`config.mk`:
```
export PLATFORM = sky130hd
export DESIGN_NAME = qip_ctrl
export DESIGN_NICKNAME = d
export VERILOG_FILES = /design/src/design/qip_pkg.sv /design/src/design/qip_ctrl.sv
export SDC_FILE = /design/constraint.sdc
export NUM_CORES = 1
export LEC_CHECK = 0
export BUFFER_PORTS_ARGS = -buffer_cell sky130_fd_sc_hd__buf_2
export CAP_MARGIN = 20
export CORE_UTILIZATION = 31
export CTS_CLUSTER_SIZE = 25
export DETAILED_ROUTE_END_ITERATION = 16
export PLACE_DENSITY_LB_ADDON = 0.2
export SLEW_MARGIN = 25
export SYNTH_ARGS = -nofsm -noshare
export SYNTH_HDL_FRONTEND = slang
export SYNTH_SLANG_ARGS = --single-unit
```
`constraint.sdc`:
```
create_clock -name i_clk -period 1.4 [get_ports i_clk]
set_input_delay 0.28 -clock i_clk [delete_from_list [all_inputs] [get_ports i_clk]]
set_output_delay 0.28 -clock i_clk [all_outputs]
set_load 0.05 [all_outputs]
```
`src/design/qip_pkg.sv`:
```
`timescale 1ns / 1ps
// Shared types and constants for the quadraphonic intensity panner.
// Depends on nothing; used by every module of the block.
package qip_pkg;

    localparam int SAMPLE_BITS = 24;
    localparam int PERIOD_BITS = 16;
    localparam int FACTOR_BITS = 16;

    localparam logic [1:0] IDX_LAST = 2'd3;

    typedef struct packed {
        logic signed [SAMPLE_BITS-1:0] sample;
        logic [15:0]                   amplitude;
        logic signed [15:0]            pos_x;
        logic signed [15:0]            pos_y;
    } t_in_word;

    typedef struct packed {
        logic signed [SAMPLE_BITS-1:0] out_front_left;
        logic signed [SAMPLE_BITS-1:0] out_front_right;
        logic signed [SAMPLE_BITS-1:0] out_back_left;
        logic signed [SAMPLE_BITS-1:0] out_back_right;
    } t_out_word;

    typedef enum logic [3:0] {
        OP_NONE,
        OP_LOAD,
        OP_SQ,
        OP_FINIT,
        OP_FMUL,
        OP_FCMP,
        OP_FSTORE,
        OP_GAIN,
        OP_AG,
        OP_SG,
        OP_OUT,
        OP_EMIT
    } t_dp_op;

    typedef enum logic [3:0] {
        S_IDLE,
        S_CHECK,
        S_SQ,
        S_FINIT,
        S_FMUL,
        S_FCMP,
        S_GAIN,
        S_AG,
        S_SG,
        S_OUT,
        S_EMIT
    } t_state;

    typedef struct packed {
        t_dp_op     op;
        logic [1:0] idx;
    } t_dp_cmd;

    typedef struct packed {
        logic recompute;
        logic search_done;
        logic out_busy;
    } t_dp_status;

endpackage

```
`src/design/qip_ctrl.sv`:
```
`timescale 1ns / 1ps
// Sequencing state machine of the quadraphonic intensity panner.
// Depends on qip_pkg; drives the datapath through command and status structs.
module qip_ctrl (
    input  logic                i_clk,
    input  logic                i_rst_n,
    input  logic                i_in_valid,
    output logic                o_in_ready,
    input  qip_pkg::t_dp_status i_status,
    output qip_pkg::t_dp_cmd    o_cmd
);

    qip_pkg::t_state r_state, n_state;
    logic [1:0]      r_idx, n_idx;

    always_ff @(posedge i_clk) begin
        if (!i_rst_n) begin
            r_state <= qip_pkg::S_IDLE;
            r_idx   <= '0;
        end else begin
            r_state <= n_state;
            r_idx   <= n_idx;
        end
    end

    always_comb begin
        n_state = r_state;
        n_idx   = r_idx;
        unique case (r_state)
            qip_pkg::S_IDLE: begin
                if (i_in_valid) n_state = qip_pkg::S_CHECK;
            end
            qip_pkg::S_CHECK: begin
                n_idx   = '0;
                n_state = i_status.recompute ? qip_pkg::S_SQ : qip_pkg::S_AG;
            end
            qip_pkg::S_SQ:    n_state = qip_pkg::S_FINIT;
            qip_pkg::S_FINIT: n_state = qip_pkg::S_FMUL;
            qip_pkg::S_FMUL: begin
                if (i_status.search_done) begin
                    if (r_idx == qip_pkg::IDX_LAST) begin
                        n_idx   = '0;
                        n_state = qip_pkg::S_GAIN;
                    end else begin
                        n_idx   = r_idx + 2'd1;
                        n_state = qip_pkg::S_FINIT;
                    end
                end else begin
                    n_state = qip_pkg::S_FCMP;
                end
            end
            qip_pkg::S_FCMP: n_state = qip_pkg::S_FMUL;
            qip_pkg::S_GAIN: begin
                if (r_idx == qip_pkg::IDX_LAST) begin
                    n_idx   = '0;
                    n_state = qip_pkg::S_AG;
                end else begin
                    n_idx = r_idx + 2'd1;
                end
            end
            qip_pkg::S_AG: n_state = qip_pkg::S_SG;
            qip_pkg::S_SG: n_state = qip_pkg::S_OUT;
            qip_pkg::S_OUT: begin
                if (r_idx == qip_pkg::IDX_LAST) begin
                    n_state = qip_pkg::S_EMIT;
                end else begin
                    n_idx   = r_idx + 2'd1;
                    n_state = qip_pkg::S_AG;
                end
            end
            qip_pkg::S_EMIT: begin
                if (!i_status.out_busy) n_state = qip_pkg::S_IDLE;
            end
            default: n_state = qip_pkg::S_IDLE;
        endcase
    end

    always_comb begin
        o_in_ready = 1'b0;
        o_cmd.op   = qip_pkg::OP_NONE;
        o_cmd.idx  = r_idx;
        unique case (r_state)
            qip_pkg::S_IDLE: begin
                o_in_ready = 1'b1;
                if (i_in_valid) o_cmd.op = qip_pkg::OP_LOAD;
            end
            qip_pkg::S_CHECK: o_cmd.op = qip_pkg::OP_NONE;
            qip_pkg::S_SQ:    o_cmd.op = qip_pkg::OP_SQ;
            qip_pkg::S_FINIT: o_cmd.op = qip_pkg::OP_FINIT;
            qip_pkg::S_FMUL: begin
                o_cmd.op = i_status.search_done ? qip_pkg::OP_FSTORE : qip_pkg::OP_FMUL;
            end
            qip_pkg::S_FCMP: o_cmd.op = qip_pkg::OP_FCMP;
            qip_pkg::S_GAIN: o_cmd.op = qip_pkg::OP_GAIN;
            qip_pkg::S_AG:   o_cmd.op = qip_pkg::OP_AG;
            qip_pkg::S_SG:   o_cmd.op = qip_pkg::OP_SG;
            qip_pkg::S_OUT:  o_cmd.op = qip_pkg::OP_OUT;
            qip_pkg::S_EMIT: begin
                if (!i_status.out_busy) o_cmd.op = qip_pkg::OP_EMIT;
            end
            default: o_cmd.op = qip_pkg::OP_NONE;
        endcase
    end

endmodule

```
==> results of run 1 <==
## placed cells by master, fill, tap and decap left out, drive strengths merged, types with 2 or more instances in the layout
cell type,count
o21ai,5
inv,4
nor2b,2
dfxtp,6
a21oi,8
nor2,8
ha,2
nand2,5
nor3b,2
clkbuf,3
o21bai,2
mux2i,3
buf,41
a21boi,2
## cells by family (layout without fill, tap and decap cells)
| group | count (synthesis) | in the layout | share of synthesized area [%] |
|---|---|---|---|
| muxes | 3 | 3 | 5.39 |
| and+or+nand+nor | 24 | 24 | 23.6 |
| DFF | 6 | 6 | 21.6 |
| buffers and inverters | 11 | 49 | 8.54 |
| xor gates and xnor gates | 1 | 1 | 1.57 |
| AOI/OAI and AO/OA | 28 | 28 | 34.8 |
| adders and majority gates | 2 | 2 | 4.49 |
## synth_stat cells
cell | count | area, um^2
mux2i_1 | 3 | 30.0
a22o_1 | 1 | 8.76
buf_2 | 5 | 25.0
a211oi_1 | 1 | 7.51
inv_1 | 5 | 18.8
nor3b_1 | 1 | 7.51
nor3b_2 | 1 | 12.5
o21ai_1 | 1 | 5.00
a32o_1 | 1 | 10.0
nor2b_1 | 2 | 12.5
a32oi_1 | 1 | 8.76
nor2_1 | 8 | 30.0
and3_1 | 1 | 6.26
o2bb2ai_1 | 1 | 8.76
a21o_1 | 1 | 7.51
a2bb2oi_1 | 1 | 8.76
a2111oi_0 | 1 | 8.76
nand3_1 | 1 | 5.00
nor3_1 | 1 | 5.00
nand4b_1 | 1 | 8.76
clkbuf_1 | 1 | 3.75
or4_4 | 1 | 11.3
nand2b_1 | 1 | 6.26
o211ai_2 | 1 | 12.5
xor2_1 | 1 | 8.76
a21oi_1 | 8 | 40.0
dfxtp_1 | 6 | 120
ha_1 | 2 | 25.0
a21boi_1 | 2 | 15.0
a311oi_1 | 1 | 8.76
nand2_1 | 5 | 18.8
o32ai_1 | 1 | 8.76
o21ai_0 | 4 | 20.0
nand3b_1 | 1 | 7.51
o21bai_1 | 2 | 15.0
## layout make-up
cell class	count	area (um^2)	area share, %
Sequential cell	6	135	12.6
Multi-Input combinational cell	58	520	48.7
Tap cell	24	30.0	2.81
Clock buffer	3	22.5	2.11
Timing Repair Buffer	41	339	31.7
Inverter	5	22.5	2.11
## power breakdown
group / switching, W / internal (W) / total, W / leakage (nW)
clock network: 0.0000564 / 0.0000966 / 0.000153 / 0.0138
registers: 0.0000375 / 0.000200 / 0.000238 / 0.0524
logic: 0.000465 / 0.000437 / 0.000902 / 0.395
## stage by stage
step | power, W | setup TNS [ns] | hold slack [ns] | util [%]
after floorplan | 0.000699 | -0.197 | 0.397 | -
after global placement | 0.000859 | -0.374 | 0.473 | 51.2
after detailed placement | 0.000868 | -0.459 | 0.486 | 51.2
after CTS | 0.00123 | -0.747 | 0.363 | 63.7
after global routing | 0.00137 | -1.34 | 0.374 | 67.1
final | 0.00129 | -0.931 | 0.377 | 67.1
## layer usage
| layer | vias to the layer above | track usage (%) |
|---|---|---|
| li1 | 352 | - |
| met4 | 0 | 3.64 |
| met3 | 0 | 3.67 |
| met1 | 340 | 21.7 |
| met5 | - | 0 |
| met2 | 13 | 37.4 |
## timing repair
action / in CTS / in global routing
hold endpoints to repair: 0 / 0
pin swaps: 4 / 5
setup buffers: 7 / 1
resized for setup: 35 / 10
endpoints found under the setup margin: 9 / 10
## flip-flops by register name (all words and copies together) (netlist names)
| signal | cells |
|---|---|
| r_idx | 2 |
| r_state | 4 |
## path summary, 6_finish.rpt
kind,to,slack (ns),depth (start not counted)
max,o_in_ready,-0.24,3
max reg2reg,r_state[0],-0.21,6
min,r_state[1],0.38,2
min reg2reg,r_idx[1],0.48,2
==> run metrics, run 1 <==
vias in the first global route 707; Final Max Slew Viols 0; total CTS buffers 3; failing checks negative setup slack; sequential fraction of the synthesis area 21.6%; first-pass GRT wire length 2.87 mm; peak supply drop 582 uV; CP endpoint kind output port; Worst Path Buf+Inv 2; placed cell area 816 um^2; Static Leak 0.461 nW; clk sinks 6; Non-Filler Instances 137; die height 44.4 um; gr ovfl total 0; Via Count 705; Syn Area/Cell 7.42 um^2; chip width 44.4 um; Startpoint Class register; max cap viols 0; DR iter-0 viols 13; CTS tree done; Final GP Congestion 0.761; proportion of layout cells with a drive suffix above 1 61.1%; Met2 Wirelength 955 um; core footprint 0.00159 mm^2; # DRC 0; critical path class reg -> out; Row Count 14; worst-skew pair later-pin latency 0.23 ns; H-tree levels 1; fillcell total 123; clk root buf clkbuf_4; worst-margin pin slew 0.348 ns; PwrDens 1210 mW/mm^2; CTS clk-pin slew, worst paths 0.04 ns; Crit Path Max Fanout 7; length of routed met3 wiring 36 um; Detail Placement HPWL 1.22 mm; RSZ-0062 raised after global routing yes; setup slack at placement -0.129 ns; Reg-to-Reg Start r_state[0]; initial antenna violation count 0; Cell Area, Synth 557 um^2; wire length on met1 705 um; fin worst setup slack -0.240 ns; Tightest Hold Check Type in -> reg; Placed Cells incl. Taps 126; syn nets 83; Initial Util 34.9%; Synth cell types 35; Cells after Synth 75; Max Buffers Root-to-Sink 2; Final min period 1.64 ns; Die ar. 0.00197 mm^2; flops & latches, synth 6; IO Pins 13; period utilisation layout 117%; Top delay family on crit path simple AND/OR/NAND/NOR gates; DR WL/cell 12.4 um; I/O Buffers 12; Top Metal Used met3; Crit-path slowest cell or4_4; run status finished with violations; YS warnings 0; CP cell instances or4_4 > clkinvlp_4 > buf_8; Tot GR Track Use 19.3%; Finished Cell Area 0.00107 mm^2; routed vias/inst 5.15; final hold vios 0; Area Growth Syn to Fin 92.1%; DR pass1 iterations 4; largest net degree at the start of global routing 9; routed wire length 1.70 mm; Final Setup Violations 7; WP data required 1.12 ns; Max-slew headroom 76.7%; CP Data Arrival Time 1.36 ns; beginning of the critical path r_state[0]; Clock Skew 0.000473 ns; nets 123; CTS Hold Bufs 0; Critical Path Max Stage Delay 0.54 ns; maximum clock frequency 0.610 GHz; HP Start i_rst_n; ANT nets after route 0; final antenna diode count 0
Note: power is estimated with default switching activity, not from simulation.
==> run 2: changes to the inputs <==
==> constraint.sdc (replaced) <==
create_clock -name i_clk -period 1.8 [get_ports i_clk]
set_input_delay 0.36 -clock i_clk [delete_from_list [all_inputs] [get_ports i_clk]]
set_output_delay 0.36 -clock i_clk [all_outputs]
set_load 0.05 [all_outputs]
==> run 2 against run 1 <==
Against the previous run:
- the run now ends clean
- clock power fell by 19%
- count of clock-buffer cells in the layout unchanged
- clock skew increased by 0.0054 ns
- first-iteration DRC count fell by 77%
- sequential power decreased by 24%
- cell area fell by 29%
- setup slack better by 0.29 ns
- flip-flop and latch count is the same
- critical path depth stayed put
- combinational power decreased by 48%
- final cell count down 15%
- utilization is 19 points lower
==> run metrics, run 2 (synthesis results as in run 1) <==
nets 102 (was 123); CTS tree done (unchanged); fin worst setup slack 0.0482 ns (was -0.240 ns); Final Setup Violations 0 (was 7); gr ovfl total 0 (unchanged); Placed Cells incl. Taps 111 (was 126); max cap viols 0 (unchanged); clk sinks 6 (unchanged); DR WL/cell 11.5 um (was 12.4 um); routed wire length 1.33 mm (was 1.70 mm); proportion of layout cells with a drive suffix above 1 38.0% (was 61.1%); maximum clock frequency 0.571 GHz; Row Count 14 (unchanged); Via Count 589 (was 705); core footprint 0.00159 mm^2 (unchanged); sw frac 45.6% (was 43.2%); # DRC 0 (unchanged); Crit Path Max Fanout 12 (was 7); CTS clk-pin slew, worst paths 0.05 ns (was 0.04 ns); worst-skew pair later-pin latency 0.24 ns (was 0.23 ns); largest net degree at the start of global routing 13 (was 9); critical path class reg -> out (unchanged); run status complete, no violations (was finished with violations); die height 44.4 um (unchanged); placed cell area 674 um^2 (was 816 um^2); Comb pwr share 60.5% (was 69.8%); Die ar. 0.00197 mm^2 (unchanged); most frequent cells in the layout 9 x buf_2, 8 x buf_4, 7 x nor2_1 (was 23 x buf_4, 9 x buf_6, 7 x buf_2); Worst Path Buf+Inv 2 (unchanged); sequential fraction of design power 23.5% (was 18.4%); ANT nets after route 0 (unchanged); I/O Buffers 12 (unchanged); Internal 0.000420 W (was 0.000734 W); initial antenna violation count 0 (unchanged); Tot GR Track Use 14.8% (was 19.3%); Tightest Hold Check Type in -> reg (unchanged); Post-Route Setup TNS 0 ns (was -0.931 ns); DR pass1 iterations 2 (was 4); H-tree levels 1 (unchanged); IO Pins 13 (unchanged); period utilisation layout 97.3%; DR iter-0 viols 3 (was 13); total CTS buffers 3 (unchanged); worst-margin pin slew 0.348 ns (about the same); biggest regs r_state x4, r_idx x2 (unchanged); first-pass GRT wire length 2.21 mm (was 2.87 mm); Final Max Slew Viols 0 (unchanged); Final GP Congestion 0.741 (was 0.761); Largest register FFs 4 (unchanged); Max-slew headroom 76.2% (was 76.7%); Final Power 0.000772 W (was 0.00129 W); Top delay family on crit path simple AND/OR/NAND/NOR gates (unchanged); Initial Util 34.9% (unchanged); CP cell instances or4_4 > inv_1 > buf_6 (was or4_4 > clkinvlp_4 > buf_8); Non-Filler Instances 116 (was 137); PwrDens 1020 mW/mm^2 (was 1210 mW/mm^2); leading cell type in the layout, fill and taps excluded buf_2 (was buf_4); Final min period 1.75 ns; vias in the first global route 535 (was 707); Max Buffers Root-to-Sink 2 (unchanged); Clock Skew 0.00584 ns (was 0.000473 ns); Critical Path Max Stage Delay 0.54 ns (about the same); clk root buf clkbuf_4 (unchanged); power share of the clock group 16.0% (was 11.8%); Net Sw Power 0.000353 W (was 0.000559 W); peak supply drop 454 uV (was 582 uV); CP Data Arrival Time 1.39 ns (was 1.36 ns); setup slack at placement 0.162 ns (was -0.129 ns); Static Leak 0.345 nW (was 0.461 nW); largest register by flop count r_state (unchanged); CP endpoint kind output port (unchanged); final antenna diode count 0 (unchanged); Area Growth Syn to Fin 36.4% (was 92.1%); routed vias/inst 5.08 (was 5.15); final hold vios 0 (unchanged); Crit-path slowest cell or4_4 (unchanged); Startpoint Class register (unchanged); Detail Placement HPWL 1.01 mm (was 1.22 mm); WP data required 1.44 ns (was 1.12 ns); chip width 44.4 um (unchanged); Finished Cell Area 759 um^2 (was 0.00107 mm^2)
[run 2: cell types whose count changed in the layout (fill, tap and decap cells not counted), moves of 2 or more]
| cell | delta |
|---|---|
| a21oi_1 | +3 |
| a21oi_2 | -3 |
| buf_2 | +2 |
| buf_4 | -15 |
| buf_6 | -6 |
| buf_8 | -2 |
| dfxtp_1 | +3 |
| dfxtp_2 | -2 |
[run 2: layout make-up]
type | count | area, um^2
Tap cell | 24 | 30.0
Multi-Input combinational cell | 58 | 420
Clock buffer | 3 | 22.5
Inverter | 5 | 18.8
Sequential cell | 6 | 129
Fill cell | 173 | 835
Timing Repair Buffer | 20 | 139
[run 2: worst paths after layout]
path | from | endpoint | slack [ns] | depth (start not counted)
worst max-delay path | r_state[0] | o_in_ready | 0.05 | 3
worst min-delay path | i_rst_n | r_state[3] | 0.43 | 2
worst max register to register | r_state[0] | r_idx[1] | 0.37 | 5
worst min register to register | r_idx[1] | r_idx[1] | 0.51 | 2
[run 2: power by group through the flow]
stage / registers (W) / logic [W] / clock network [W]
6_report: 0.000182 / 0.000467 / 0.000124
5_1_grt: 0.000185 / 0.000503 / 0.000142
4_1_cts: 0.000187 / 0.000423 / 0.000130
3_5_place_dp: 0.000187 / 0.000399 / 0
3_3_place_gp: 0.000187 / 0.000397 / 0
2_1_floorplan: 0.000171 / 0.000319 / 0
[run 2: per-layer routing]
layer,routed length [um],share of wire (%),GRT usage (%),up-vias
li1,-,-,-,312
met1,658,50,19.4,267
met2,644,48,25.3,10
met3,26,2.0,3.67,0
met4,0,0,1.82,0
met5,0,0,0,-
[run 2: repair_timing]
action	4_1_cts	5_1_grt
endpoints found under the setup margin	3	4
resized for setup	6	10
buffers inserted	0	2
hold endpoints to repair	0	0
pin swaps	0	1
hold buffers	0	0
[run 2: metrics by stage]
step,utilization [%],hold WS [ns]
finish,47.6,0.433
global route,47.6,0.434
CTS,44.6,0.431
detailed placement,42.3,0.507
global placement,42.3,0.504
floorplan,-,0.477
[run 2: worst register-to-register path, delay by kind of cell, from the launching register on]
kind	cells	cell delay, ns
muxes	1	0.14
DFF	1	0.44
buffers and inverters	2	0.23
AOI/OAI and AO/OA	2	0.49
==> run 3: changes to the inputs <==
--- a/config.mk
+++ b/config.mk
@@ -7,7 +7,9 @@
 export LEC_CHECK = 0
 export BUFFER_PORTS_ARGS = -buffer_cell sky130_fd_sc_hd__buf_2
 export CAP_MARGIN = 20
-export CORE_UTILIZATION = 31
+export CELL_PAD_IN_SITES_DETAIL_PLACEMENT = 2
+export CELL_PAD_IN_SITES_GLOBAL_PLACEMENT = 2
+export CORE_UTILIZATION = 28
 export CTS_CLUSTER_SIZE = 25
 export DETAILED_ROUTE_END_ITERATION = 16
 export PLACE_DENSITY_LB_ADDON = 0.2
==> run 3 against run 2 <==
Against the previous run:
- highest routed layer is now met4
- largest cell class unchanged
- via count up 8.3%
- maximum frequency decreased by 1.3%
- critical endpoint unchanged
- sequential power is 3% higher
- flip-flop and latch count unchanged
==> run metrics, run 3 (synthesis results as in run 1) <==
nets 101 (was 102); critical path class reg -> out (unchanged); PwrDens 1050 mW/mm^2 (was 1020 mW/mm^2); CTS tree done (unchanged); first-pass GRT wire length 2.80 mm (was 2.21 mm); clk sinks 6 (unchanged); DR iter-0 viols 2 (was 3); IO Pins 13 (unchanged); final hold vios 0 (unchanged); Crit-path slowest cell or4_4 (unchanged); Hold Path Depth 2 (unchanged); CP cell instances or4_4 > inv_1 > buf_6 (unchanged); Max-slew headroom 74.1% (was 76.2%); most frequent cells in the layout 9 x buf_2, 8 x a21oi_1, 8 x nor2_1, 8 x buf_4 (was 9 x buf_2, 8 x buf_4, 7 x nor2_1); Final GP Congestion 0.796 (was 0.741); Largest register FFs 4 (unchanged); DR pass1 iterations 4 (was 2); H-tree levels 1 (unchanged); vias in the first global route 616 (was 535); ANT nets after route 0 (unchanged); Via Count 638 (was 589); WP data required 1.44 ns (about the same); biggest regs r_state x4, r_idx x2 (unchanged); routed vias/inst 5.50 (was 5.08); proportion of layout cells with a drive suffix above 1 35.2% (was 38.0%); Max Buffers Root-to-Sink 2 (unchanged); Detail Placement HPWL 1.45 mm (was 1.01 mm); CP Data Arrival Time 1.42 ns (was 1.39 ns); clk root buf clkbuf_4 (unchanged); maximum clock frequency 0.563 GHz (was 0.571 GHz); Tightest Hold Check Type in -> reg (unchanged); fillcell total 212 (was 173); largest net degree at the start of global routing 13 (unchanged); largest register by flop count r_state (unchanged); Final Setup Violations 0 (unchanged); Tot GR Track Use 18.9% (was 14.8%); worst-skew pair later-pin latency 0.25 ns (was 0.24 ns); setup bufs post-CTS 0 (unchanged); Final min period 1.78 ns (was 1.75 ns); max cap viols 0 (unchanged); Worst path depth 3 (unchanged); peak supply drop 380 uV (was 454 uV); Storage cell area 128 um^2 (was 129 um^2); Row Count 15 (was 14); Final Max Slew Viols 0 (unchanged); chip width 46.6 um (was 44.4 um); DR WL/cell 15.8 um (was 11.5 um); Clock Skew 0.00680 ns (was 0.00584 ns); core footprint 0.00180 mm^2 (was 0.00159 mm^2); placed cell area 683 um^2 (was 674 um^2); Placed Cells incl. Taps 113 (was 111); # DRC 0 (unchanged); Startpoint Class register (unchanged); leading cell type in the layout, fill and taps excluded buf_2 (unchanged); CP endpoint kind output port (unchanged); Die ar. 0.00217 mm^2 (was 0.00197 mm^2); Non-Filler Instances 116 (unchanged); gr ovfl total 0 (unchanged); Worst Path Buf+Inv 2 (unchanged); Finished Cell Area 733 um^2 (was 759 um^2); period utilisation layout 98.6% (was 97.3%); Top delay family on crit path simple AND/OR/NAND/NOR gates (unchanged); total CTS buffers 3 (unchanged); Area Growth Syn to Fin 31.7% (was 36.4%); routed wire length 1.83 mm (was 1.33 mm); FF-to-FF path depth 4 (was 5); Critical Path Max Stage Delay 0.54 ns (about the same); CTS clk-pin slew, worst paths 0.05 ns (about the same); initial antenna violation count 0 (unchanged); Crit Path Max Fanout 12 (unchanged); Initial Util 30.9% (was 34.9%); worst-margin pin slew 0.379 ns (was 0.348 ns); final antenna diode count 0 (unchanged); I/O Buffers 12 (unchanged); Static Leak 0.336 nW (was 0.345 nW); die height 46.6 um (was 44.4 um); run status complete, no violations (unchanged); area of the multi-input gates 405 um^2 (was 420 um^2)
[run 3: cell type report]
class                           count  share of cell area [%]
Multi-Input combinational cell     58                    55.3
Sequential cell                     6                    17.4
Timing Repair Buffer               19                    17.4
Tap cell                           25                    4.27
Clock buffer                        3                    3.07
Inverter                            5                    2.56
[run 3: worst paths after layout]
path | startpoint | endpoint | slack [ns]
setup / recovery | r_state[0] | o_in_ready | 0.02
hold reg to reg | r_idx[0] | r_idx[0] | 0.53
setup reg to reg | r_idx[0] | r_idx[1] | 0.29
hold / removal | i_rst_n | r_state[1] | 0.45
[run 3: repair_timing]
action | 4_1_cts | 5_1_grt
hold buffers | 0 | 0
endpoints found under the setup margin | 4 | 4
gates resized for setup | 6 | 5
[run 3: through the flow]
step	power (W)	hold slack [ns]	setup slack (ns)	util, %	setup TNS (ns)
after global routing	0.000805	0.461	-0.00000278	40.7	-0.00000278
after floorplan	0.000490	0.477	-0.0949	-	-0.0949
after detailed placement	0.000603	0.525	0.137	37.9	0
final	0.000770	0.452	0.0248	40.7	0
after CTS	0.000763	0.461	0.00896	39.9	0
after global placement	0.000589	0.496	0.187	37.9	0
[run 3: worst register-to-register path, delay by kind of cell (launching register included)]
kind	cells	cell delay, ns
flops	1	0.34
compound gates	2	0.60
fa+ha+maj	1	0.28
mux	1	0.16
[run 3: where the power goes]
part	switching (W)	internal [W]	leakage [nW]
Combinational	0.000278	0.000176	0.271
Sequential	0.0000337	0.000154	0.0508
Clock	0.0000519	0.0000756	0.0138
Total	0.000364	0.000406	0.336
[run 3: layer usage]
layer	GRT usage [%]	vias up	wire, um
met4	8.82	0	37
met2	34.4	16	950
met5	0	-	0
met1	21.1	310	801
li1	-	306	-
met3	2.35	6	44
